File: src/sv/sqt_queue.sv
// Two-entry queue between the front and back parts.
module sqt_queue #(
  parameter int unsigned W = 8
) (
  input  logic         clk_i,
  input  logic         rst_ni,
  input  logic         push_i,
  input  logic [W-1:0] data_i,
  output logic         full_o,
  output logic         valid_o,
  input  logic         pop_i,
  output logic [W-1:0] data_o
);
  logic [W-1:0] mem_q [2];
  logic         wr_q, wr_d, rd_q, rd_d;
  logic [1:0]   cnt_q, cnt_d;

  assign full_o  = (cnt_q == 2'd2);
  assign valid_o = (cnt_q != 2'd0);
  assign data_o  = mem_q[rd_q];

  always_comb begin
    wr_d  = wr_q;
    rd_d  = rd_q;
    cnt_d = cnt_q;
    if (push_i) wr_d = ~wr_q;
    if (pop_i)  rd_d = ~rd_q;
    if (push_i && !pop_i)      cnt_d = cnt_q + 2'd1;
    else if (!push_i && pop_i) cnt_d = cnt_q - 2'd1;
  end

  always_ff @(posedge clk_i) begin
    if (push_i) mem_q[wr_q] <= data_i;
  end

  always_ff @(posedge clk_i or negedge rst_ni) begin
    if (!rst_ni) begin
      wr_q  <= 1'b0;
      rd_q  <= 1'b0;
      cnt_q <= 2'd0;
    end else begin
      wr_q  <= wr_d;
      rd_q  <= rd_d;
      cnt_q <= cnt_d;
    end
  end
endmodule

File: config.mk
export PLATFORM = sky130hd
export DESIGN_NAME = sqt_queue
export DESIGN_NICKNAME = d
export VERILOG_FILES = /design/src/sv/sqt_queue.sv
export SDC_FILE = /design/constraint.sdc
export NUM_CORES = 1
export LEC_CHECK = 0
export BUFFER_PORTS_ARGS = -buffer_cell sky130_fd_sc_hd__buf_2
export CORE_ASPECT_RATIO = 0.9
export CORE_UTILIZATION = 35
export CTS_BUF_LIST = sky130_fd_sc_hd__clkbuf_2
export DETAILED_ROUTE_END_ITERATION = 8
export HOLD_SLACK_MARGIN = 0.1
export PLACE_DENSITY_LB_ADDON = 0.1
export SETUP_SLACK_MARGIN = 0.15
export SYNTH_ARGS = -nofsm -noshare
export SYNTH_HDL_FRONTEND = slang
export SYNTH_SLANG_ARGS = --single-unit
File: constraint.sdc
create_clock -name clk_i -period 1.57 [get_ports clk_i]
set_input_delay 0.314 -clock clk_i [delete_from_list [all_inputs] [get_ports clk_i]]
set_output_delay 0.314 -clock clk_i [all_outputs]
set_load 0.03 [all_outputs]
==> flow_metrics.env <==
export IMPL_dr_total_vias=419
export IMPL_arrival_ns=1.32
export IMPL_rows=16
export IMPL_setup_ws_ns=-0.0623
export IMPL_hpwl_um=760
export IMPL_setup_viol=8
export IMPL_vias_per_cell=4.15
export IMPL_synth_distinct_cells=13
export IMPL_synth_commonest_cells="edfxtp_1, mux2_4, dfrtp_1, xor2_1"
export IMPL_design_area_um2=1090
export IMPL_synth_area_top_cells="edfxtp_1, mux2_4, dfrtp_1"
export IMPL_cts_sinks=20
export IMPL_holdWs_ns=0.195
export IMPL_die_y_um=47.5
export IMPL_synth_seq_cells=20
export IMPL_p_per_area_nw_per_um2=1860
export IMPL_area_growth_pct=35.8
export IMPL_drcViolationCount=0
export IMPL_min_delay_path_class="in2reg"
export IMPL_synthArstFlopShare_pct=20.0
export IMPL_syn_area_um2=803
export IMPL_clk_latency_ns=0.29
export IMPL_routed_wl_mm=1.14
export IMPL_start_kind="flop"
export IMPL_p_total_mw=2.03
export IMPL_grt_overflow=0
export IMPL_die_w_um=52.5
export IMPL_slew_headroom_pct=73.6
export IMPL_cts_root_buf="clkbuf_2"
export IMPL_synth_most_common_cell="edfxtp_1"
export IMPL_grt_start_max_net_pins=12
export IMPL_synth_edff_count=16
export IMPL_start_util_pct=37.2
export IMPL_ys_flop_type="edfxtp_1"
export IMPL_num_nets_final=88
export IMPL_numPortBuffers=21
export IMPL_violations="negative setup slack"
export IMPL_dpl_worst_slack_ns=0.0795
export IMPL_crit_top_cell="buf_6"
export IMPL_ys_seq_area_share_pct=72.3
export IMPL_final_cells=101
export IMPL_wl_per_cell_um=11.3
export IMPL_ir_drop_uv=814
export IMPL_nFillCells=199
export IMPL_antenna_found_initial=0
export IMPL_hold_depth=2
export IMPL_dieArea_um2=2490
export IMPL_ant_nets=0
export IMPL_ff2ff_path_depth=1
export IMPL_n_antenna_cell=0
export IMPL_end_kind="output pin"
export IMPL_grt_pass1_wl_mm=1.69
export IMPL_ios=22
export IMPL_synth_nets=54
export IMPL_totalNegativeSetupSlack_ns=-0.423
export IMPL_place_gp_congestion=0.649
export IMPL_coreArea_um2=2160
export IMPL_place_area_um2=938
export IMPL_htree_levels=1
export IMPL_critical_path_cell_chain="buf_6, mux2_4, buf_6"
export IMPL_crit_slowest_cell="dfrtp_2"
export IMPL_worst_pin_slew_ns=0.395
export IMPL_period_needed_ns=1.63
export IMPL_status="finished with violations"
export IMPL_timing_final_crit_share_pct=104
export IMPL_grt_setup_unrepaired="true"
export IMPL_drtIter0Drc=2
export IMPL_cellLeakagePower_nw=0.472
export IMPL_fin_skew_ns=0.00292
export IMPL_maxSlewViolCount=0
export IMPL_utilization_pct=50.5
export IMPL_cp_max_fo=5
export IMPL_drive_gt1_share_pct=56.8
export IMPL_grt_usage_pct=10.2
export IMPL_clk_pin_slew_worst_paths_ns=0.17
export IMPL_critical_path_max_stage_delay_ns=0.45
export IMPL_dp_cells=89
export IMPL_synth_top_area_share_pct=59.8
export IMPL_cts_tree="yes"
export IMPL_numCtsBuffers=3
export IMPL_yosys_area_top_type="edfxtp_1"
export IMPL_fmax_mhz=613
export IMPL_dr_pass1_iters=4
export IMPL_cap_violations=0
export IMPL_crit_required_ns=1.26
export IMPL_grt_pass1_vias=385
export IMPL_synth_cells=41
export IMPL_yosysWarningCount=0
export IMPL_clk_path_buf_depth=2
export IMPL_crit_type="reg2out"
export IMPL_hold_viol=0
export IMPL_syn_area_per_cell_um2=19.6
-- sequential cells by signal, indices dropped and copies added, names as in the netlist --
| register | flops |
|---|---|
| mem_q | 16 |
| cnt_q | 2 |
| rd_q | 1 |
| wr_q | 1 |
-- cell families after synthesis --
kind of cell | share of synthesized area, %
flops | 72.3
mux | 15.0
xor+xnor | 5.45
simple gates | 3.90
buf+inv | 1.87
fa+ha+maj | 1.56
-- routing by layer --
metal / GRT usage, % / up-vias / part of all wire (%)
li1: - / 214 / -
met1: 12.0 / 194 / 44
met2: 17.7 / 11 / 53
met3: 2.86 / 0 / 3.4
met4: 4.74 / 0 / 0
met5: 0 / - / 0
-- power breakdown --
group	total, mW	switching (mW)	internal [mW]
Sequential	0.779	0.0567	0.723
Clock	0.194	0.139	0.0554
Combinational	1.05	0.493	0.561
Total	2.03	0.689	1.34
-- critical path, delay by kind of cell, from the launching register on --
family                 cells  cell delay [ns]
multiplexers               1             0.30
flip-flops                 1             0.45
buffers and inverters      2             0.28
-- final timing paths --
check | startpoint | end | slack [ns]
setup reg to reg | wr_q | mem_q[1][4] | 0.46
max in group asynchronous | rst_ni | rd_q | 1.13
min in group asynchronous | rst_ni | cnt_q[1] | 0.32
setup / recovery | rd_q | data_o[2] | -0.06
hold / removal | pop_i | rd_q | 0.20
hold reg to reg | wr_q | wr_q | 0.50
-- placed cells by master, fill, tap and decap left out --
cell	Yosys	routed
xnor2_1	1	1
buf_4	0	6
clkinv_1	0	1
inv_1	1	1
nor2_1	1	1
and2b_2	1	1
nor2b_1	1	1
and2_1	1	1
clkbuf_2	0	3
ha_1	1	1
buf_2	0	11
buf_6	1	12
dfrtp_2	0	1
dlygate4sd3_1	0	1
edfxtp_1	16	16
or2_1	1	1
xor2_1	4	4
dfrtp_1	4	3
mux2_4	8	8
-- cell type report --
type,count,area (um2),area share [%]
well taps,27,33.8,3.10
multi-input cells,19,208,19.0
clock buffers,3,15.0,1.38
inverters,1,3.75,0.344
flip-flops and latches,20,582,53.3
clock inverters,1,3.75,0.344
repair buffers,30,245,22.5
-- timing repair --
action,in CTS,in global routing
pin swaps,0,1
setup endpoints to repair,10,10
hold buffers,1,0
hold endpoints to repair,4,0
resized for setup,23,1
setup buffers,5,2
(Power assumes the default switching activity.)
