### config.mk
export PLATFORM = sky130hd
export DESIGN_NAME = sqt_back
export DESIGN_NICKNAME = d
export VERILOG_FILES = /design/src/sv/sqt_pkg.sv /design/src/sv/sqt_back.sv
export SDC_FILE = /design/constraint.sdc
export NUM_CORES = 2
export LEC_CHECK = 0
export BUFFER_PORTS_ARGS = -buffer_cell sky130_fd_sc_hd__buf_4
export CAP_MARGIN = 15
export CORE_AREA = 2 2 481 483
export CTS_BUF_LIST = sky130_fd_sc_hd__clkbuf_8
export DETAILED_ROUTE_END_ITERATION = 8
export DIE_AREA = 0 0 483 485
export PLACE_DENSITY_LB_ADDON = 0.12
export SLEW_MARGIN = 30
export SYNTH_ARGS = -nofsm -noshare
export SYNTH_HDL_FRONTEND = slang
export SYNTH_SLANG_ARGS = --single-unit
### constraint.sdc
create_clock -name clk_i -period 50.5 [get_ports clk_i]
set_input_delay 0 -clock clk_i [delete_from_list [all_inputs] [get_ports clk_i]]
set_output_delay 0 -clock clk_i [all_outputs]
set_load 0.1 [all_outputs]
### src/sv/sqt_pkg.sv
// Shared types, register indexes and constant tables of the quantile tracker.
package sqt_pkg;

  localparam int unsigned PosMaxW  = 12;   // position bits for up to 4096 components
  localparam int unsigned DimMaxW  = 13;   // dimension count bits for up to 4096
  localparam int unsigned OrderW   = 17;
  localparam int unsigned DimsCfgW = 7;
  localparam int unsigned DataW    = 32;
  localparam int unsigned CfgIdxW  = 2;

  localparam int unsigned MaxDimsDefault  = 64;
  localparam int unsigned FracBitsDefault = 16;

  localparam logic [CfgIdxW-1:0] CfgOrder = 2'd0;
  localparam logic [CfgIdxW-1:0] CfgDims  = 2'd1;
  localparam logic [CfgIdxW-1:0] CfgNmax  = 2'd2;

  localparam logic [OrderW-1:0]   OrderReset = 17'd32768;
  localparam logic [DimsCfgW-1:0] DimsReset  = 7'd1;
  localparam logic [DataW-1:0]    NmaxReset  = 32'd1000;
  localparam logic [OrderW-1:0]   OrderOne   = 17'd65536;
  localparam logic [31:0]         GammaMin   = 32'd6554;  // 0.1 in Q.16

  typedef struct packed {
    logic signed [DataW-1:0] sample;
    logic [DataW-1:0]        count;
    logic [PosMaxW-1:0]      pos;
    logic [DimMaxW-1:0]      dims;
    logic                    start;
    logic                    last;
  } sqt_entry_t;

  typedef struct packed {
    logic               start;
    logic [DataW-1:0]   n;
    logic [DimMaxW-1:0] dims;
    logic [DataW-1:0]   nmax;
  } sqt_step_req_t;

  function automatic logic [63:0] isqrt64(input logic [63:0] v_in);
    logic [63:0] v;
    logic [63:0] r;
    logic [63:0] b;
    v = v_in;
    r = '0;
    b = 64'd1 << 62;
    for (int i = 0; i < 32; i++) begin
      if (b > v) b = b >> 2;
    end
    for (int i = 0; i < 32; i++) begin
      if (b != 0) begin
        if (v >= r + b) begin
          v = v - (r + b);
          r = (r >> 1) + b;
        end else begin
          r = r >> 1;
        end
        b = b >> 2;
      end
    end
    return r;
  endfunction

  // Factors 2^(-2^-j) in Q.32 for j = 1..16, entry 0 holds j = 1.
  function automatic logic [15:0][31:0] pow_tab();
    logic [15:0][31:0] t;
    logic [63:0]       c;
    c = isqrt64(64'd1 << 63);
    for (int j = 0; j < 16; j++) begin
      t[j] = c[31:0];
      c = isqrt64({c[31:0], 32'd0});
    end
    return t;
  endfunction

endpackage

### src/sv/sqt_back.sv
// Back part: estimate memory, per-component update and output register.
module sqt_back #(
  parameter int unsigned MAX_DIMS  = 64,
  parameter int unsigned FRAC_BITS = 16,
  parameter int unsigned PosW      = 6
) (
  input  logic                              clk_i,
  input  logic                              rst_ni,
  input  logic                              q_valid_i,
  input  sqt_pkg::sqt_entry_t               q_data_i,
  output logic                              q_pop_o,
  input  logic [sqt_pkg::OrderW-1:0]        order_i,
  input  logic [sqt_pkg::DataW-1:0]         nmax_i,
  output sqt_pkg::sqt_step_req_t            step_req_o,
  input  logic                              step_done_i,
  input  logic [sqt_pkg::DataW-1:0]         step_i,
  output logic                              out_valid_o,
  input  logic                              out_ready_i,
  output logic [PosW-1:0]                   component_index_o,
  output logic signed [sqt_pkg::DataW-1:0]  quantile_estimate_o,
  output logic [sqt_pkg::DataW-1:0]         point_count_o,
  output logic                              last_of_point_o
);
  import sqt_pkg::*;

  typedef enum logic [3:0] {
    B_IDLE = 4'b0001,
    B_STEP = 4'b0010,
    B_READ = 4'b0100,
    B_UPD  = 4'b1000
  } back_state_e;

  localparam logic [48:0] RoundAdd = 49'd1 << (47 - FRAC_BITS);

  back_state_e             state_q, state_d;
  sqt_entry_t              ent_q;
  logic [DataW-1:0]        step_q;
  logic signed [DataW-1:0] rd_q;
  logic signed [DataW-1:0] mem_q [MAX_DIMS];
  logic                    out_valid_q;
  logic [PosW-1:0]         idx_q;
  logic signed [DataW-1:0] est_q;
  logic [DataW-1:0]        cnt_q;
  logic                    last_q;

  logic                    need_step, upd_fire, ge;
  logic [OrderW-1:0]       ord, w;
  logic [48:0]             prod, prod_r;
  logic signed [33:0]      d, sum;
  logic signed [DataW-1:0] est_new;
  logic [PosW-1:0]         idx;

  assign idx       = ent_q.pos[PosW-1:0];
  assign need_step = q_data_i.start && (q_data_i.count > DataW'(1));
  assign q_pop_o   = (state_q == B_IDLE) && q_valid_i;
  assign upd_fire  = (state_q == B_UPD) && (!out_valid_q || out_ready_i);

  always_comb begin
    step_req_o.start = q_pop_o && need_step;
    step_req_o.n     = q_data_i.count;
    step_req_o.dims  = q_data_i.dims;
    step_req_o.nmax  = nmax_i;
  end

  always_comb begin
    ord    = (order_i > OrderOne) ? OrderOne : order_i;
    ge     = (rd_q >= ent_q.sample);
    w      = ge ? (OrderOne - ord) : ord;
    prod   = 49'(w) * 49'(step_q);
    prod_r = (prod + RoundAdd) >> (48 - FRAC_BITS);
    d      = signed'(prod_r[33:0]);
    sum    = ge ? (34'(rd_q) - d) : (34'(rd_q) + d);
    if (ent_q.count <= DataW'(1))            est_new = ent_q.sample;
    else if (sum > 34'sh0_7FFF_FFFF)         est_new = 32'sh7FFF_FFFF;
    else if (sum < -34'sh0_8000_0000)        est_new = 32'sh8000_0000;
    else                                     est_new = sum[31:0];
  end

  always_comb begin
    state_d = state_q;
    case (state_q)
      B_IDLE: if (q_valid_i) state_d = need_step ? B_STEP : B_READ;
      B_STEP: if (step_done_i) state_d = B_READ;
      B_READ: state_d = B_UPD;
      B_UPD:  if (upd_fire) state_d = B_IDLE;
      default: state_d = B_IDLE;
    endcase
  end

  always_ff @(posedge clk_i) begin
    if (q_pop_o) ent_q <= q_data_i;
    if (state_q == B_READ) rd_q <= mem_q[idx];
    if (upd_fire) begin
      mem_q[idx] <= est_new;
      idx_q      <= idx;
      est_q      <= est_new;
      cnt_q      <= ent_q.count;
      last_q     <= ent_q.last;
    end
  end

  always_ff @(posedge clk_i or negedge rst_ni) begin
    if (!rst_ni) begin
      state_q     <= B_IDLE;
      step_q      <= '0;
      out_valid_q <= 1'b0;
    end else begin
      state_q <= state_d;
      if (state_q == B_STEP && step_done_i) step_q <= step_i;
      if (upd_fire)         out_valid_q <= 1'b1;
      else if (out_ready_i) out_valid_q <= 1'b0;
    end
  end

  assign out_valid_o         = out_valid_q;
  assign component_index_o   = idx_q;
  assign quantile_estimate_o = est_q;
  assign point_count_o       = cnt_q;
  assign last_of_point_o     = last_q;

  a_done_in_step: assert property (@(posedge clk_i) disable iff (!rst_ni)
    step_done_i |-> state_q == B_STEP)
    else $error("step result arrived outside step wait");
  a_upd_holds: assert property (@(posedge clk_i) disable iff (!rst_ni)
    (state_q == B_UPD && out_valid_q && !out_ready_i) |=> state_q == B_UPD)
    else $error("update left while output blocked");
  a_upd_loads: assert property (@(posedge clk_i) disable iff (!rst_ni)
    upd_fire |=> out_valid_q)
    else $error("update did not load a result");
  a_read_then_upd: assert property (@(posedge clk_i) disable iff (!rst_ni)
    state_q == B_READ |=> state_q == B_UPD)
    else $error("memory read not followed by update");
endmodule
==> flow_results.org <==
** Finish
- Compared with the post-synthesis result, the final layout area differs by 14.8%.
- Area of combinational cells with multiple inputs :: ~32000 um^2
- After filler insertion, the fill cell instance count of the layout stands at between 15000 and 20000.
- Total area of sequential cells :: between 60000 and 70000 um^2
- Layout cells sized above 1 :: 14.0%
- For this run, the post-layout net count is ~8300.

** GRT
- GR Util All Layers :: a little over a quarter
- The initial antenna violation count came to 19.
- Number of global-route vias before repair :: roughly 65000
- Met2 layer usage reported by global route :: about two fifths
- Entering global routing, the biggest net connects 98 pins.
- For this run, global-route usage on met1 was measured as 39.7%.
- met2 is the most crowded layer.
- Global routing finished with a remaining overflow of 0.
- The first global-routing pass estimated 461000 um of wire.
- Routing usage on met3 :: under 10%

** Setup path
- Worst EP required :: ~51 ns
- CP most frequent cell :: fa_1
- Data arrival time of the critical path :: ~18 ns
- STA classifies the critical path startpoint as a flop.
- Crit path max-delay cell type :: or3_2
- Maximum net fanout on the critical path :: 49
- The cell family contributing the most delay on the critical path is simple AND/OR/NAND/NOR gates.
- Setup crit start :: rd_q[17]
- CP Buf/Inv Count :: 7
- FF-to-FF Start :: rd_q[17]
- Kind of critical path :: reg -> reg
- STA classifies the critical path endpoint as a flop.
- Largest incremental delay on the critical path :: ~0.86 ns

** Detailed routing
- Count of unresolved DRC violations after routing :: 1
- Via total after detailed routing :: about 65000
- Vias per Instance :: 6.03
- Summed over all layers, the routed wires come to around 320000 um.
- For this block, the initial DRC count from the detailed router was between 7000 and 8000.
- Post-route ant nets :: 0
- Routed wirelength normalized by instance count :: 30.1 um
- The first TritonRoute pass finished after 8 iterations.

** Placed design
- The congestion estimate from routability-driven global placement came to approximately 0.84.
- The count of buffers added on input and output ports is around 230.
- Worst setup slack after placement :: ~33 ns
- Final HPWL from detailed placement :: around 190000 um

** STA
- Final setup slack of the worst path :: ~33 ns
- Setup repair after global routing missed its margin :: false
- Shortest period the worst path allows :: 17.16 ns
- Timing would allow up to between 50 and 60 MHz.
- Headroom to the max-slew limit came out at 25.9%.
- Actual transition at the worst max-transition pin :: 1.11 ns
- Number of endpoints with negative hold slack in the final report :: 0
- Setup violations remaining at the end of the flow were counted as 0.
- On the final layout, the worst clock skew is about 0.13 ns.
- Final clock period utilization by the worst path :: about a third
- Setup total negative slack on the finished layout was measured at 0 ns.
- The number of max-slew violations in the final report came to 0.

** Die
- Die Height :: a little under 500 um
- Full die area :: ~230000 um^2
- Count of standard-cell rows :: roughly 180
- Initial Util :: between 40 and 50%
- The region available for standard cell placement spans ~230000 um^2.
- roughly 330 I/O pins were placed.
- DIE WIDTH :: around 480 um

** Clocking
- CTS tree :: done
- Setup repair bufs after CTS :: 0
- The clock passes through at most 4 buffers.
- Total number of H-tree levels :: 5
- Clock tree sinks :: approximately 2300
- Clk slew on worst S/H paths :: 0.06 ns
- Worst-Skew Late Latency :: approximately 1.1 ns
- The tree is rooted in a clkbuf_8.
- In this run, CTS created clock tree buffers numbering approximately 380.

** Hold path
- The path class of the tightest hold or removal check is in -> out.
- The startpoint identified for the worst hold timing path is q_data_i[10].

** Synthesis
- Summed over its instances, the top area cell type makes up approximately 65% of the synthesized netlist area.
- Synthesized area divided by synthesized cell count :: 14.9 um^2
- Counting every instance in the synthesized netlist gives 6862.
- For this run, the number of Yosys warnings is 0.
- Among all flip-flop cells after synthesis, the most frequent one is edfxtp_1.
- Counting flops with an async set or reset pin after synthesis yields a share of 1.64%.
- Most repeated cell in the gate-level netlist after synthesis :: edfxtp_1
- In the post-synthesis netlist, the biggest area contributors are edfxtp_1 (65%), fa_1 (8.8%), a22oi_1 (4.6%), ha_1 (2.6%), inv_1 (2.1%).
- Cell taking the most area after synthesis :: edfxtp_1
- Counting flops with a built-in enable in the synthesized netlist gives between 2000 and 2500.
- Post-synth net total :: 7703
- The number of different library cells used by synthesis comes to just over 80.
- Area of the mapped netlist :: 102000 um^2
- By count the netlist is led by edfxtp_1 (2222), a22oi_1 (626), inv_1 (574), fa_1 (449), nand2_1 (372).
- Sequential fraction of the synthesis area :: 66.1%
- Counting flops and latches in the post-synthesis netlist gives 2259.

** Job
- Max-capacitance violation count :: 0

** Status
- The checks that failed: DRC.
- The flow ran to the end, but the final reports show violations.
sequential cells by signal (all words and copies together), names as in the netlist:
name                 count
last_of_point_o          1
ent_q                   71
quantile_estimate_o     32
step_q                  32
rd_q                    32
component_index_o        6
out_valid_o              1
point_count_o           32
state_q                  4
mem_q                 2048
logic make-up after synthesis:
group | synth area share (%)
xor gates and xnor gates | 0.487
DFF | 66.1
muxes | 0.402
buffers and inverters | 4.14
AOI/OAI and AO/OA | 11.9
and+or+nand+nor | 5.61
adders and majority gates | 11.4
worst reg2reg max path, delay by kind of cell, from the launching register on:
family          cells  cell delay [ns]
simple gates       12             5.15
buf+inv             7             1.52
xor+xnor            3             0.54
flops               1             0.49
fa+ha+maj          10             4.30
compound gates     18             4.77
layer usage:
layer  part of all wire [%]  vias up
li1                       -    27300
met1                     43    33900
met2                     45     3065
met3                    9.4      415
met4                    2.6        8
met5                  0.017        -
placed cells by master (no fill, tap or decap), types with 148 or more instances in the layout:
cell	Yosys	layout
a22o_1	200	200
clkbuf_8	0	383
nand2_1	372	367
a31oi_1	226	192
a221oi_1	202	202
a21oi_1	151	148
inv_1	574	712
ha_1	215	215
dlygate4sd3_1	0	218
and2_1	237	235
a22oi_1	626	626
edfxtp_1	2222	2222
buf_4	77	435
fa_1	449	449
through the flow:
stage | instances | area, um^2 | util (%) | hold WS (ns)
after floorplan | 6862 | 102000 | - | -0.296
after global placement | 9855 | 109000 | 47.5 | 0.000681
after detailed placement | 9855 | 109000 | 47.5 | 0.000681
after CTS | 10700 | 117000 | 51.3 | 0.000681
after global routing | 10700 | 118000 | 51.3 | 0.000125
final | 10700 | 118000 | 51.3 | 0.0000386
area by class of cell:
class / count / share of cell area, %
Sequential cell: 2259 / 57.5
Multi-Input combinational cell: 3555 / 27.1
Timing Repair Buffer: 661 / 4.78
Clock buffer: 383 / 4.48
Tap cell: 3026 / 3.22
Inverter: 574 / 1.83
Clock inverter: 259 / 1.06
Antenna cell: 14 / 0.0298
repair_timing:
| action | in CTS | in global routing |
|---|---|---|
| resized for setup | 0 | 0 |
| endpoints found under the hold margin | 184 | 0 |
| hold buffers | 219 | 0 |
final timing paths:
kind	endpoint	slack [ns]	cells past startpoint
worst min-delay path	step_req_o[40]	0.00004	0
max in group asynchronous	state_q[0]	49.56	5
worst min register to register	last_of_point_o	0.42	0
worst max register to register	mem_q[62][18]	33.34	50
worst max-delay path	mem_q[62][18]	33.34	50
min in group asynchronous	step_q[31]	0.63	5
Power is not shown: default switching activity piles up to over one toggle a cycle in this logic, so the estimate is an artifact.
