<file path="src/sv/sqt_pkg.sv">
// Shared types, register indexes and constant tables of the quantile tracker.
package sqt_pkg;

  localparam int unsigned PosMaxW  = 12;   // position bits for up to 4096 components
  localparam int unsigned DimMaxW  = 13;   // dimension count bits for up to 4096
  localparam int unsigned OrderW   = 17;
  localparam int unsigned DimsCfgW = 7;
  localparam int unsigned DataW    = 32;
  localparam int unsigned CfgIdxW  = 2;

  localparam int unsigned MaxDimsDefault  = 64;
  localparam int unsigned FracBitsDefault = 16;

  localparam logic [CfgIdxW-1:0] CfgOrder = 2'd0;
  localparam logic [CfgIdxW-1:0] CfgDims  = 2'd1;
  localparam logic [CfgIdxW-1:0] CfgNmax  = 2'd2;

  localparam logic [OrderW-1:0]   OrderReset = 17'd32768;
  localparam logic [DimsCfgW-1:0] DimsReset  = 7'd1;
  localparam logic [DataW-1:0]    NmaxReset  = 32'd1000;
  localparam logic [OrderW-1:0]   OrderOne   = 17'd65536;
  localparam logic [31:0]         GammaMin   = 32'd6554;  // 0.1 in Q.16

  typedef struct packed {
    logic signed [DataW-1:0] sample;
    logic [DataW-1:0]        count;
    logic [PosMaxW-1:0]      pos;
    logic [DimMaxW-1:0]      dims;
    logic                    start;
    logic                    last;
  } sqt_entry_t;

  typedef struct packed {
    logic               start;
    logic [DataW-1:0]   n;
    logic [DimMaxW-1:0] dims;
    logic [DataW-1:0]   nmax;
  } sqt_step_req_t;

  function automatic logic [63:0] isqrt64(input logic [63:0] v_in);
    logic [63:0] v;
    logic [63:0] r;
    logic [63:0] b;
    v = v_in;
    r = '0;
    b = 64'd1 << 62;
    for (int i = 0; i < 32; i++) begin
      if (b > v) b = b >> 2;
    end
    for (int i = 0; i < 32; i++) begin
      if (b != 0) begin
        if (v >= r + b) begin
          v = v - (r + b);
          r = (r >> 1) + b;
        end else begin
          r = r >> 1;
        end
        b = b >> 2;
      end
    end
    return r;
  endfunction

  // Factors 2^(-2^-j) in Q.32 for j = 1..16, entry 0 holds j = 1.
  function automatic logic [15:0][31:0] pow_tab();
    logic [15:0][31:0] t;
    logic [63:0]       c;
    c = isqrt64(64'd1 << 63);
    for (int j = 0; j < 16; j++) begin
      t[j] = c[31:0];
      c = isqrt64({c[31:0], 32'd0});
    end
    return t;
  endfunction

endpackage

</file>
<file path="src/sv/sqt_front.sv">
// Front part: tracks component position and point count, classifies each beat.
module sqt_front #(
  parameter int unsigned MAX_DIMS = 64
) (
  input  logic                              clk_i,
  input  logic                              rst_ni,
  input  logic                              in_valid_i,
  output logic                              in_ready_o,
  input  logic signed [sqt_pkg::DataW-1:0]  sample_value_i,
  input  logic [sqt_pkg::DimsCfgW-1:0]      dims_cfg_i,
  input  logic                              q_full_i,
  output logic                              q_push_o,
  output sqt_pkg::sqt_entry_t               q_data_o
);
  import sqt_pkg::*;

  localparam int unsigned PosW = (MAX_DIMS > 1) ? $clog2(MAX_DIMS) : 1;

  logic [PosW-1:0]    pos_q, pos_d;
  logic [DataW-1:0]   cnt_q, cnt_d;
  logic [DimMaxW-1:0] dims_c, dims_ext, pos_ext, pos_cur, pos_nxt;
  logic               start, last;

  assign dims_ext = DimMaxW'(dims_cfg_i);

  always_comb begin
    if (dims_ext == '0)                          dims_c = DimMaxW'(1);
    else if (dims_ext > DimMaxW'(MAX_DIMS))      dims_c = DimMaxW'(MAX_DIMS);
    else                                         dims_c = dims_ext;
  end

  assign pos_ext    = DimMaxW'(pos_q);
  assign pos_cur    = (pos_ext >= dims_c) ? '0 : pos_ext;
  assign pos_nxt    = pos_cur + DimMaxW'(1);
  assign start      = (pos_cur == '0);
  assign last       = (pos_nxt == dims_c);
  assign in_ready_o = !q_full_i;
  assign q_push_o   = in_valid_i && !q_full_i;

  always_comb begin
    cnt_d = cnt_q;
    if (start && cnt_q != '1) cnt_d = cnt_q + DataW'(1);
    pos_d = last ? '0 : pos_nxt[PosW-1:0];
  end

  always_comb begin
    q_data_o.sample = sample_value_i;
    q_data_o.count  = cnt_d;
    q_data_o.pos    = PosMaxW'(pos_cur);
    q_data_o.dims   = dims_c;
    q_data_o.start  = start;
    q_data_o.last   = last;
  end

  always_ff @(posedge clk_i or negedge rst_ni) begin
    if (!rst_ni) begin
      pos_q <= '0;
      cnt_q <= '0;
    end else if (q_push_o) begin
      pos_q <= pos_d;
      cnt_q <= cnt_d;
    end
  end
endmodule

</file>
<file path="config.mk">
export PLATFORM = sky130hd
export DESIGN_NAME = sqt_front
export DESIGN_NICKNAME = d
export VERILOG_FILES = /design/src/sv/sqt_pkg.sv /design/src/sv/sqt_front.sv
export SDC_FILE = /design/constraint.sdc
export NUM_CORES = 1
export LEC_CHECK = 0
export ABC_AREA = 1
export BUFFER_PORTS_ARGS = -buffer_cell sky130_fd_sc_hd__buf_2
export CAP_MARGIN = 20
export CORE_UTILIZATION = 55
export CTS_CLUSTER_DIAMETER = 200
export CTS_CLUSTER_SIZE = 8
export DETAILED_ROUTE_END_ITERATION = 8
export PLACE_DENSITY = 0.87
export SLEW_MARGIN = 30
export SYNTH_ARGS = -nofsm -noshare
export SYNTH_HDL_FRONTEND = slang
export SYNTH_SLANG_ARGS = --single-unit
</file>
<file path="constraint.sdc">
create_clock -name clk_i -period 9.2 [get_ports clk_i]
set_clock_uncertainty 0.2 [all_clocks]
set_input_delay 0.92 -clock clk_i [delete_from_list [all_inputs] [get_ports clk_i]]
set_output_delay 0.92 -clock clk_i [all_outputs]
set_load 0.1 [all_outputs]
</file>
==> flow_summary.toml, run 1 <==
[outcome]
outcome = "complete, but fails checks"
failed_checks = "design-rule violations"

[finish]
num_antenna_cells = 0
area_growth_pct = 2.572
finalCoreUtilization_pct = 59.05
fillerInstances = 611
multi_input_area_um2 = 2146
share_of_cells_above_drive_strength_1_pct = 17.72
final_area_um2 = 3792
final-seq-area_um2 = 950.9
fin_nets = 638

[power]
ir_worst_vdd_uv = 252.4
power_density_nw_per_um2 = 321.6
cellLeakagePower_nw = 2.181

[die]
initial_utilization_pct = 57.57
die_w_um = 83.99
boundaryPins = 136
std_cell_rows = 29
core_area_um2 = 6422
dieArea_um2 = 7054
die_y_um = 83.99

[timing]
fmaxAchievable_mhz = 183.0
final_max_slew_viol_count = 0
setup_viol = 0
setup-tns-final_ns = 0
layout_worst_path_cycle_share_pct = 59.39
setup_repair_after_global_routing_missed_its_margin = "no"
max-slew-margin-rel_pct = 65.94
final_period_minus_worst_setup_slack_ns = 5.464
tightestPinTransition_ns = 0.5062
hold_viol = 0

[synth]
yosysWarnings = 0
synthesis.instances = 567
synthesis.area_um2 = 3697
synth-seq-area-share_pct = 25.72
mean_syn_cell_area_um2 = 6.521
synth.lib_cells_used.distinct = 36
synth_seq_cells = 38

[setup_path]
setup.worst_path.start_class = "primary input"
rr_startpoint = "pos_q[3]"
reg2reg_depth = 20
cp_slowest_stage_delay_ns = 0.42
crit_buf_inv = 7
crit_cells = 27
rr_endpoint = "pos_q[0]"
worst_setup_path_endpoint = "q_data_o[0]"
timing.critical_path.slowest_stage_cell = "sky130_fd_sc_hd__buf_2"
worstSetupEndpointType = "primary output"
cp_arrival_ns = 4.34
ff2ff_setup_slack_ns = 6.13
critical_path.top_delay_family = "simple AND/OR/NAND/NOR gates"
crit_required_ns = 8.08
worstSetupPathType = "primary input to primary output"
crit_fanout = 7
crit_top_cell = "sky130_fd_sc_hd__nand2_1"
timing.critical_path.from = "dims_cfg_i[5]"

[grt]
global_route.overflow_total = 0
first_global_vias = 3131
wire_length_of_the_first_global_routing_pass_mm = 14.67
antenna_found_initial = 0
grt_usage_pct = 25.38
pin_count_of_the_biggest_net_entering_global_routing = 46

[clocking]
tritoncts = "built"
insertion_delay_ns = 0.29
clock_path_buffers = 2
worst_setup_hold_path_clk_slew_ns = 0.08
clock_tree.root_cell = "sky130_fd_sc_hd__clkbuf_8"
post_cts.resized_instances = 0
h_tree_depth_reported_by_cts = 2
cts-hold-fix-buffers = 0
numCtsBuffers = 5
cts_num_sinks = 38
cts_setup_buffers = 0

[routing]
drt_drc_violations_left = 20
vias = 3403
routed_wire_length_per_instance_um = 13.00
first_iter_violations = 230
postRouteWirelength_mm = 8.634
first_pass_iters = 7
route.antenna.remaining_nets = 0
drt-vias-per-instance = 5.125

[hold_path]
hold_path.class = "register to register"

[placement]
hpwl_mm = 6.567
port-buffer-count = 59
place.gp.congestion = 0.9183
area_after_dpl_um2 = 3699

[run]
drv_cap = 0
## cell usage after synthesis, drive strengths merged
library cell	instances	area share, %
nand2	259	27
buf	55	12
inv	52	5.3
nor2	43	4.8
dfrtp	38	26
xor2	22	5.4
nor3	16	2.7
o21ai	16	3.4
nand4	13	2.4
nand3	12	2.1
nor4	10	2.1
xnor2	10	2.4
ha	9	3.0
clkbuf	5	0.51
a21oi	2	0.27
a211oi	1	0.20
and2	1	0.24
and3	1	0.30
conb	1	0.10
xnor3	1	0.61
## logic make-up after synthesis
| logic type | count (synthesis) | synth area share [%] |
|---|---|---|
| AOI/OAI and AO/OA | 19 | 3.858 |
| xor gates and xnor gates | 33 | 8.393 |
| adders and majority gates | 9 | 3.046 |
| buffers and inverters | 112 | 17.36 |
| DFF | 38 | 25.72 |
| other | 1 | 0.1014 |
| and+or+nand+nor | 355 | 41.52 |
## through the flow
step / instances / hold slack [ns] / power (mW) / worst slack [ns]
global placement: 656 / 0.3031 / 1.085 / 4.068
floorplan: 578 / 0.2744 / 1.097 / 2.234
finish: 664 / 0.3280 / 1.220 / 3.736
CTS: 664 / 0.3336 / 1.224 / 3.787
detailed placement: 656 / 0.3135 / 1.098 / 3.813
global route: 664 / 0.3420 / 1.290 / 3.348
## worst reg2reg max path, delay by kind of cell (launching register included)
| kind | cells | cell delay, ns |
|---|---|---|
| flip-flops | 1 | 0.48 |
| buffers and inverters | 3 | 0.24 |
| adder cells (fa/ha/maj) | 2 | 0.51 |
| AND/OR/NAND/NOR | 15 | 1.53 |
## where the power goes
part / total [mW] / internal [mW] / leakage [nW] / switching, mW
Combinational: 0.862 / 0.158 / 1.61 / 0.705
Sequential: 0.234 / 0.196 / 0.521 / 0.0383
Clock: 0.124 / 0.0606 / 0.0482 / 0.0630
## area by class of cell
| class | instances | area share [%] |
|---|---|---|
| Multi-Input combinational cell | 428 | 56.58 |
| Sequential cell | 38 | 25.07 |
| Timing Repair Buffer | 61 | 8.248 |
| Inverter | 52 | 5.147 |
| Tap cell | 77 | 2.540 |
| Clock buffer | 7 | 2.276 |
| Clock inverter | 1 | 0.1320 |
## sequential cells by signal, summed over array words and instances, names as in the netlist
name,count
cnt_q,32
pos_q,6
## worst min path at each step
stage,from,to,slack (ns),cells after the start
3_3_place_gp,pos_q[4],pos_q[4],0.30,2
2_1_floorplan,pos_q[4],pos_q[4],0.27,2
6_report,pos_q[4],pos_q[4],0.33,2
4_1_cts,pos_q[4],pos_q[4],0.33,2
3_5_place_dp,cnt_q[0],cnt_q[0],0.31,2
5_1_grt,pos_q[4],pos_q[4],0.34,2
## per-layer routing
layer	global-route usage (%)	part of all wire, %	vias up
li1	-	-	1734
met1	32.80	46	1532
met2	43.96	48	125
met3	4.748	5.5	12
met4	5.486	0.87	0
met5	0	0	-
## cells in the final DEF (no fill, tap or decap), types with 4 or more instances in the layout
| master | synthesis | layout |
|---|---|---|
| sky130_fd_sc_hd__nand2_1 | 253 | 253 |
| sky130_fd_sc_hd__buf_2 | 3 | 58 |
| sky130_fd_sc_hd__inv_1 | 49 | 49 |
| sky130_fd_sc_hd__nor2_1 | 38 | 38 |
| sky130_fd_sc_hd__dfrtp_1 | 38 | 38 |
| sky130_fd_sc_hd__xor2_1 | 21 | 21 |
| sky130_fd_sc_hd__nor3_1 | 13 | 13 |
| sky130_fd_sc_hd__nand4_1 | 12 | 12 |
| sky130_fd_sc_hd__o21ai_2 | 12 | 12 |
| sky130_fd_sc_hd__conb_1 | 1 | 12 |
| sky130_fd_sc_hd__nand3_1 | 10 | 10 |
| sky130_fd_sc_hd__xnor2_1 | 10 | 10 |
| sky130_fd_sc_hd__nor4_1 | 9 | 9 |
| sky130_fd_sc_hd__ha_1 | 9 | 9 |
| sky130_fd_sc_hd__clkbuf_8 | 0 | 6 |
| sky130_fd_sc_hd__nand2_2 | 5 | 5 |
| sky130_fd_sc_hd__nor2_2 | 4 | 4 |
No activity file was read; power rests on OpenSTA's default activity.
==> run 2, diff against run 1 <==
--- a/config.mk
+++ b/config.mk
@@ -5,14 +5,14 @@
 export SDC_FILE = /design/constraint.sdc
 export NUM_CORES = 1
 export LEC_CHECK = 0
-export ABC_AREA = 1
+export ABC_AREA = 0
 export BUFFER_PORTS_ARGS = -buffer_cell sky130_fd_sc_hd__buf_2
 export CAP_MARGIN = 20
-export CORE_UTILIZATION = 55
+export CORE_UTILIZATION = 49
 export CTS_CLUSTER_DIAMETER = 200
 export CTS_CLUSTER_SIZE = 8
 export DETAILED_ROUTE_END_ITERATION = 8
-export PLACE_DENSITY = 0.87
+export PLACE_DENSITY = 0.81
 export SLEW_MARGIN = 30
 export SYNTH_ARGS = -nofsm -noshare
 export SYNTH_HDL_FRONTEND = slang
==> constraint.sdc (replaced) <==
create_clock -name clk_i -period 5.2 [get_ports clk_i]
set_clock_uncertainty 0.2 [all_clocks]
set_input_delay 0.52 -clock clk_i [delete_from_list [all_inputs] [get_ports clk_i]]
set_output_delay 0.52 -clock clk_i [all_outputs]
set_load 0.1 [all_outputs]
==> run 2 against run 1 <==
The flow now finishes without violations. Via count down 24%. Sequential share of layout area fell by 2.4 points. Die area decreased by 4.1%. Critical endpoint unchanged. Sequential power is 65% higher. Global-route usage decreased by 2.4 points. Synthesized cell count shrank 33%. Final area rose by 10%. Largest power group unchanged. Critical path depth shrank 12. Final cell count decreased by 28%. Clock power grew 99%.
==> flow_summary.toml, run 2 <==
[power]
power.internal_uw = 673.0
sw_frac_of_total_pct = 51.68
p_clk_share_pct = 17.7
design_power_total_mw = 1.393
ir_worst_vdd_uv = 819.7
switching_power_uw = 719.9
power.share.combinational_pct = 54.6
power_density_nw_per_um2 = 332.5
fraction_of_power_consumed_by_sequential_logic_pct = 27.6
cellLeakagePower_nw = 1.985

[routing]
vias = 2600
first_pass_iters = 4
drt-vias-per-instance = 5.474
first_iter_violations = 117
route.antenna.remaining_nets = 0
postRouteWirelength_mm = 7.129
routed_wire_length_per_instance_um = 15.01
drt_drc_violations_left = 0

[hold_path]
min_path_cells = 2
worst_hold_startpoint = "cnt_q[1]"
hold_path.class = "register to register"
timing.hold.worst_endpoint = "cnt_q[1]"

[die]
core_area_um2 = 6061
boundaryPins = 136
die_w_um = 82.25
die_y_um = 82.25
std_cell_rows = 28
initial_utilization_pct = 52.06
dieArea_um2 = 6765

[clocking]
cts_setup_buffers = 0
numCtsBuffers = 5
cts-hold-fix-buffers = 0
insertion_delay_ns = 0.30
clock_path_buffers = 2
post_cts.resized_instances = 0
clock_tree.root_cell = "sky130_fd_sc_hd__clkbuf_8"
worst_setup_hold_path_clk_slew_ns = 0.07
h_tree_depth_reported_by_cts = 2
tritoncts = "built"
cts_num_sinks = 38

[setup_path]
setup.worst_path.start_class = "primary input"
worstSetupEndpointType = "primary output"
crit_required_ns = 4.48
crit_fanout = 15
timing.critical_path.from = "dims_cfg_i[6]"
reg2reg_depth = 14
worstSetupPathType = "primary input to primary output"
rr_startpoint = "pos_q[4]"
ff2ff_setup_slack_ns = 1.14
cp_arrival_ns = 4.03
rr_endpoint = "pos_q[4]"

[timing]
final.hold.worst_slack_ns = 0.3495
hold_viol = 0
final_max_slew_viol_count = 0
setup-tns-final_ns = 0
fmaxAchievable_mhz = 210.6
setup_repair_after_global_routing_missed_its_margin = "no"
setup_viol = 0
final_period_minus_worst_setup_slack_ns = 4.748
finalWorstSetupSlack_ns = 0.4521
max-slew-margin-rel_pct = 46.32
layout_worst_path_cycle_share_pct = 91.31
tightestPinTransition_ns = 0.8033

[finish]
num_antenna_cells = 0
fin_nets = 451
largest_reg_flops = 32
share_of_cells_above_drive_strength_1_pct = 27.50
layout_common_cells = "sky130_fd_sc_hd__nand2_1 (45), sky130_fd_sc_hd__dfrtp_1 (38), sky130_fd_sc_hd__buf_12 (31)"
most_common_library_cell_in_the_layout_ignoring_fill_and_taps = "sky130_fd_sc_hd__nand2_1"
regMostFlops = "cnt_q"
top_regs = "cnt_q x32, pos_q x6"
area_growth_pct = 32.75

[grt]
wire_length_of_the_first_global_routing_pass_mm = 11.76
first_global_vias = 2477
antenna_found_initial = 0
pin_count_of_the_biggest_net_entering_global_routing = 39
grt_usage_pct = 22.96
global_route.overflow_total = 0

[placement]
detailedPlace.worstSlack_ns = 0.4717
hpwl_mm = 5.442
port-buffer-count = 59
place.gp.congestion = 0.9176

[synth]
synth.lib_cells_used.distinct = 41
synth.most_common_cell = "sky130_fd_sc_hd__buf_4"
synthesis.area_um2 = 3156
synth.top_cells.by_count = "sky130_fd_sc_hd__buf_4 (47), sky130_fd_sc_hd__nand2_1 (45), sky130_fd_sc_hd__dfrtp_1 (38)"
synth.largest_area_cell = "sky130_fd_sc_hd__dfrtp_1"
synthTopCellsByArea = "sky130_fd_sc_hd__dfrtp_1 (30%), sky130_fd_sc_hd__buf_4 (11%), sky130_fd_sc_hd__xnor2_1 (9.7%), sky130_fd_sc_hd__xor2_1 (9.4%), sky130_fd_sc_hd__nand2_1 (5.4%)"
netlist.area_leader.share_pct = 30.13
post_synthesis_async_set_or_reset_flop_share_pct = 100.0
postSynth.topFlopCell = "sky130_fd_sc_hd__dfrtp_1"
yosysWarnings = 0
synth_seq_cells = 38
mean_syn_cell_area_um2 = 8.326
synth-seq-area-share_pct = 30.13
synthesis.instances = 379
synth-edff-count = 0

[outcome]
outcome = "finished clean"

[run]
drv_cap = 0
run 2: cell count changes in the layout (fill, tap and decap cells not counted), sizes merged, moves of 7 or more:
cell,change
and3,+10
inv,-32
nand2,-214
nand2b,+7
nor2,-16
o21ai,-12
xnor2,+25
xor2,+12
run 2: worst max-delay path by stage:
| stage | endpoint | slack, ns | cells after the start |
|---|---|---|---|
| final | q_data_o[0] | 0.45 | 15 |
| after global routing | q_data_o[0] | 0.24 | 15 |
| after CTS | q_data_o[0] | 0.46 | 15 |
| after detailed placement | q_data_o[0] | 0.47 | 15 |
| after global placement | q_data_o[0] | 0.59 | 15 |
| after floorplan | q_data_o[0] | 0.01 | 16 |
run 2: area by class of cell:
cell class | instances | area, um2
clock buffer | 7 | 76.32
timing repair buffer | 64 | 798.3
clock inverter | 1 | 30.03
multi-input combinational | 270 | 2165
sequential | 38 | 950.9
fill | 429 | 1872
tap | 75 | 93.84
inverter | 20 | 75.07
run 2: worst max-delay path, stage by stage:
cell and delay (ns):
sky130_fd_sc_hd__buf_2 0.18, sky130_fd_sc_hd__nand2b_1 0.20, sky130_fd_sc_hd__ha_1 0.32, sky130_fd_sc_hd__nand3_1 0.16
sky130_fd_sc_hd__o31a_1 0.36, sky130_fd_sc_hd__a21oi_1 0.30, sky130_fd_sc_hd__nor2b_4 0.09, sky130_fd_sc_hd__ha_4 0.18
sky130_fd_sc_hd__and3_1 0.23, sky130_fd_sc_hd__nand3_1 0.12, sky130_fd_sc_hd__nand2_1 0.06, sky130_fd_sc_hd__or4_1 0.39
sky130_fd_sc_hd__o311ai_1 0.11, sky130_fd_sc_hd__nor4b_4 0.56, sky130_fd_sc_hd__buf_12 0.25
run 2: power groups by stage:
stage | registers, mW | logic (mW) | clock network, mW
finish | 0.385 | 0.761 | 0.247
detailed placement | 0.389 | 0.758 | 0
CTS | 0.383 | 0.759 | 0.251
floorplan | 0.358 | 0.771 | 0
global route | 0.391 | 0.802 | 0.267
global placement | 0.386 | 0.740 | 0
run 2: cell families (layout without fill, tap and decap cells):
logic type / count (synthesis) / in the layout / share of synthesized area, %
AOI/OAI and AO/OA: 30 / 30 / 6.384
xor gates and xnor gates: 69 / 69 / 19.15
adders and majority gates: 9 / 9 / 3.569
buffers and inverters: 82 / 92 / 16.18
DFF: 38 / 38 / 30.13
muxes: 1 / 1 / 0.3568
other: 1 / 12 / 0.1188
and+or+nand+nor: 149 / 149 / 24.11
run 2: stage by stage:
stage | cell area, um2 | instances | util (%)
2_1_floorplan | 3633 | 390 | -
3_3_place_gp | 4053 | 465 | 66.87
3_5_place_dp | 4053 | 465 | 66.87
4_1_cts | 4159 | 473 | 68.62
5_1_grt | 4189 | 475 | 69.12
6_report | 4189 | 475 | 69.12
run 2: per-layer routing:
metal / GRT usage (%) / part of all wire (%) / vias to the layer above
li1: - / - / 1229
met4: 9.123 / 2.5 / 0
met2: 37.44 / 50 / 98
met1: 29.25 / 42 / 1254
met3: 5.495 / 5.4 / 19
met5: 0 / 0 / -
==> run 3, diff against run 2 <==
--- a/config.mk
+++ b/config.mk
@@ -8,12 +8,15 @@
 export ABC_AREA = 0
 export BUFFER_PORTS_ARGS = -buffer_cell sky130_fd_sc_hd__buf_2
 export CAP_MARGIN = 20
-export CORE_UTILIZATION = 49
+export CELL_PAD_IN_SITES_DETAIL_PLACEMENT = 0
+export CELL_PAD_IN_SITES_GLOBAL_PLACEMENT = 1
+export CORE_UTILIZATION = 34
 export CTS_CLUSTER_DIAMETER = 200
 export CTS_CLUSTER_SIZE = 8
 export DETAILED_ROUTE_END_ITERATION = 8
-export PLACE_DENSITY = 0.81
+export PLACE_DENSITY = 0.79
 export SLEW_MARGIN = 30
 export SYNTH_ARGS = -nofsm -noshare
 export SYNTH_HDL_FRONTEND = slang
 export SYNTH_SLANG_ARGS = --single-unit
+export TNS_END_PERCENT = 30
==> run 3 against run 2 <==
Global-route usage fell by 7.9 points. Maximum frequency rose by 3.8%. Largest cell class unchanged. Sequential share of layout area decreased by 0.36 points. Final area up 1.6%. Non-clock buffer count decreased by 1. Via count fell by 4.8%. Sequential cell count stayed put. Combinational power decreased by 0.9%. The run now ends with design-rule violations, negative hold slack left. Core utilization fell by 21 points. Final cell count grew 6.7%.
==> flow_summary.toml, run 3 (synthesis results as in run 2) <==
[setup_path]
setup.worst_path.start_class = "primary input"
worstSetupEndpointType = "primary output"
crit_buf_inv = 2
cells_along_the_critical_path = "buf_2, nand2b_1, ha_1, nand3_1, o31a_1, a21oi_1, nor2b_4, ha_4, and3_1, nand3_1, nand2_1, or4_1, o311ai_1, nor4b_4, buf_12"
cp_slowest_stage_delay_ns = 0.40
rr_startpoint = "pos_q[4]"
reg2reg_depth = 15
ff2ff_setup_slack_ns = 1.10
critical_path.top_delay_family = "simple AND/OR/NAND/NOR gates"
crit_top_cell = "sky130_fd_sc_hd__nand3_1"
worstSetupPathType = "primary input to primary output"
crit_required_ns = 4.48
crit_fanout = 15
timing.critical_path.slowest_stage_cell = "sky130_fd_sc_hd__or4_1"
cp_arrival_ns = 3.86
rr_endpoint = "pos_q[4]"

[grt]
antenna_found_initial = 0
wire_length_of_the_first_global_routing_pass_mm = 11.79
global_route.overflow_total = 0
grt_usage_pct = 15.10
first_global_vias = 2434
pin_count_of_the_biggest_net_entering_global_routing = 39

[die]
dieArea_um2 = 9670
std_cell_rows = 34
die_w_um = 98.34
initial_utilization_pct = 35.66
core_area_um2 = 8848
die_y_um = 98.34
boundaryPins = 136

[power]
sw_frac_of_total_pct = 49.93
power_density_nw_per_um2 = 337.9
cellLeakagePower_nw = 1.996
fraction_of_power_consumed_by_sequential_logic_pct = 26.8
switching_power_uw = 718.2
p_clk_share_pct = 20.8
design_power_total_mw = 1.438
ir_worst_vdd_uv = 375.5
power.share.combinational_pct = 52.4
power.internal_uw = 720.1

[finish]
most_common_library_cell_in_the_layout_ignoring_fill_and_taps = "sky130_fd_sc_hd__nand2_1"
largest_reg_flops = 32
fin_nets = 450
share_of_cells_above_drive_strength_1_pct = 28.07
layout_common_cells = "sky130_fd_sc_hd__nand2_1 (45), sky130_fd_sc_hd__dfrtp_1 (38), sky130_fd_sc_hd__buf_12 (31)"
num_antenna_cells = 0
fillerInstances = 824
top_regs = "cnt_q x32, pos_q x6"
regMostFlops = "cnt_q"
finalCoreUtilization_pct = 48.11
final_area_um2 = 4257
area_growth_pct = 34.89

[clocking]
clock_path_buffers = 2
clock_tree.root_cell = "sky130_fd_sc_hd__clkbuf_8"
cts_num_sinks = 38
h_tree_depth_reported_by_cts = 2
cts_setup_buffers = 0
tritoncts = "built"
post_cts.resized_instances = 0
numCtsBuffers = 5
worst_setup_hold_path_clk_slew_ns = 0.08
insertion_delay_ns = 0.29
cts-hold-fix-buffers = 0

[outcome]
outcome = "complete, but fails checks"
failed_checks = "design-rule violations, negative hold slack"

[routing]
first_pass_iters = 9
first_iter_violations = 105
drt-vias-per-instance = 4.884
route.antenna.remaining_nets = 0
routed_wire_length_per_instance_um = 13.84
drt_drc_violations_left = 7
vias = 2476
postRouteWirelength_mm = 7.018

[placement]
port-buffer-count = 59
area_after_dpl_um2 = 4116
place.gp.congestion = 0.8625
hpwl_mm = 5.480

[timing]
final_max_slew_viol_count = 0
max-slew-margin-rel_pct = 46.88
layout_worst_path_cycle_share_pct = 87.99
hold_viol = 7
tightestPinTransition_ns = 0.7948
final.hold.worst_slack_ns = -0.009910
setup-tns-final_ns = 0
final_period_minus_worst_setup_slack_ns = 4.575
setup_repair_after_global_routing_missed_its_margin = "no"
setup_viol = 0
fmaxAchievable_mhz = 218.6

[hold_path]
hold_path.class = "primary input to async pin"

[run]
drv_cap = 0
-- run 3: worst reg2reg max path: cells and delay by family (launching register included) --
kind | cells | cell delay, ns
flip-flops | 1 | 0.50
adder cells (fa/ha/maj) | 2 | 0.53
AO/OA/AOI/OAI | 4 | 1.02
buffers and inverters | 1 | 0.23
AND/OR/NAND/NOR | 8 | 1.51
-- run 3: power groups by stage --
stage	clock network, mW	logic, mW	registers (mW)
after detailed placement	0	0.757	0.392
after floorplan	0	0.771	0.358
after CTS	0.307	0.757	0.385
final	0.299	0.754	0.385
after global placement	0	0.748	0.389
after global routing	0.323	0.799	0.391
-- run 3: worst max-delay path by stage --
| stage | start | to | slack, ns | cells past startpoint |
|---|---|---|---|---|
| finish | dims_cfg_i[6] | q_data_o[0] | 0.62 | 15 |
| global route | dims_cfg_i[6] | q_data_o[52] | 0.32 | 15 |
| CTS | dims_cfg_i[6] | q_data_o[52] | 0.60 | 15 |
| detailed placement | dims_cfg_i[6] | q_data_o[48] | 0.63 | 13 |
| global placement | dims_cfg_i[6] | q_data_o[52] | 0.67 | 15 |
| floorplan | dims_cfg_i[1] | q_data_o[0] | 0.01 | 16 |
-- run 3: area by class of cell --
| cell class | count | area [um2] | area share (%) |
|---|---|---|---|
| Clock inverter | 3 | 68.82 | 1.617 |
| Sequential cell | 38 | 950.9 | 22.34 |
| Inverter | 20 | 75.07 | 1.764 |
| Multi-Input combinational cell | 270 | 2165 | 50.85 |
| Clock buffer | 5 | 68.82 | 1.617 |
| Timing Repair Buffer | 63 | 793.3 | 18.64 |
| Tap cell | 108 | 135.1 | 3.175 |
-- run 3: metal layers --
layer,vias up,GRT usage (%),part of all wire [%]
met5,-,0,0
met4,0,4.248,1.0
met3,12,3.078,5.1
met2,64,24.86,48
met1,1183,20.12,46
li1,1217,-,-
-- run 3: per-stage QoR --
stage / std cells / setup WS, ns
finish: 507 / 0.6247
global route: 507 / 0.3207
CTS: 507 / 0.5979
detailed placement: 499 / 0.6276
global placement: 499 / 0.6748
floorplan: 390 / 0.01007
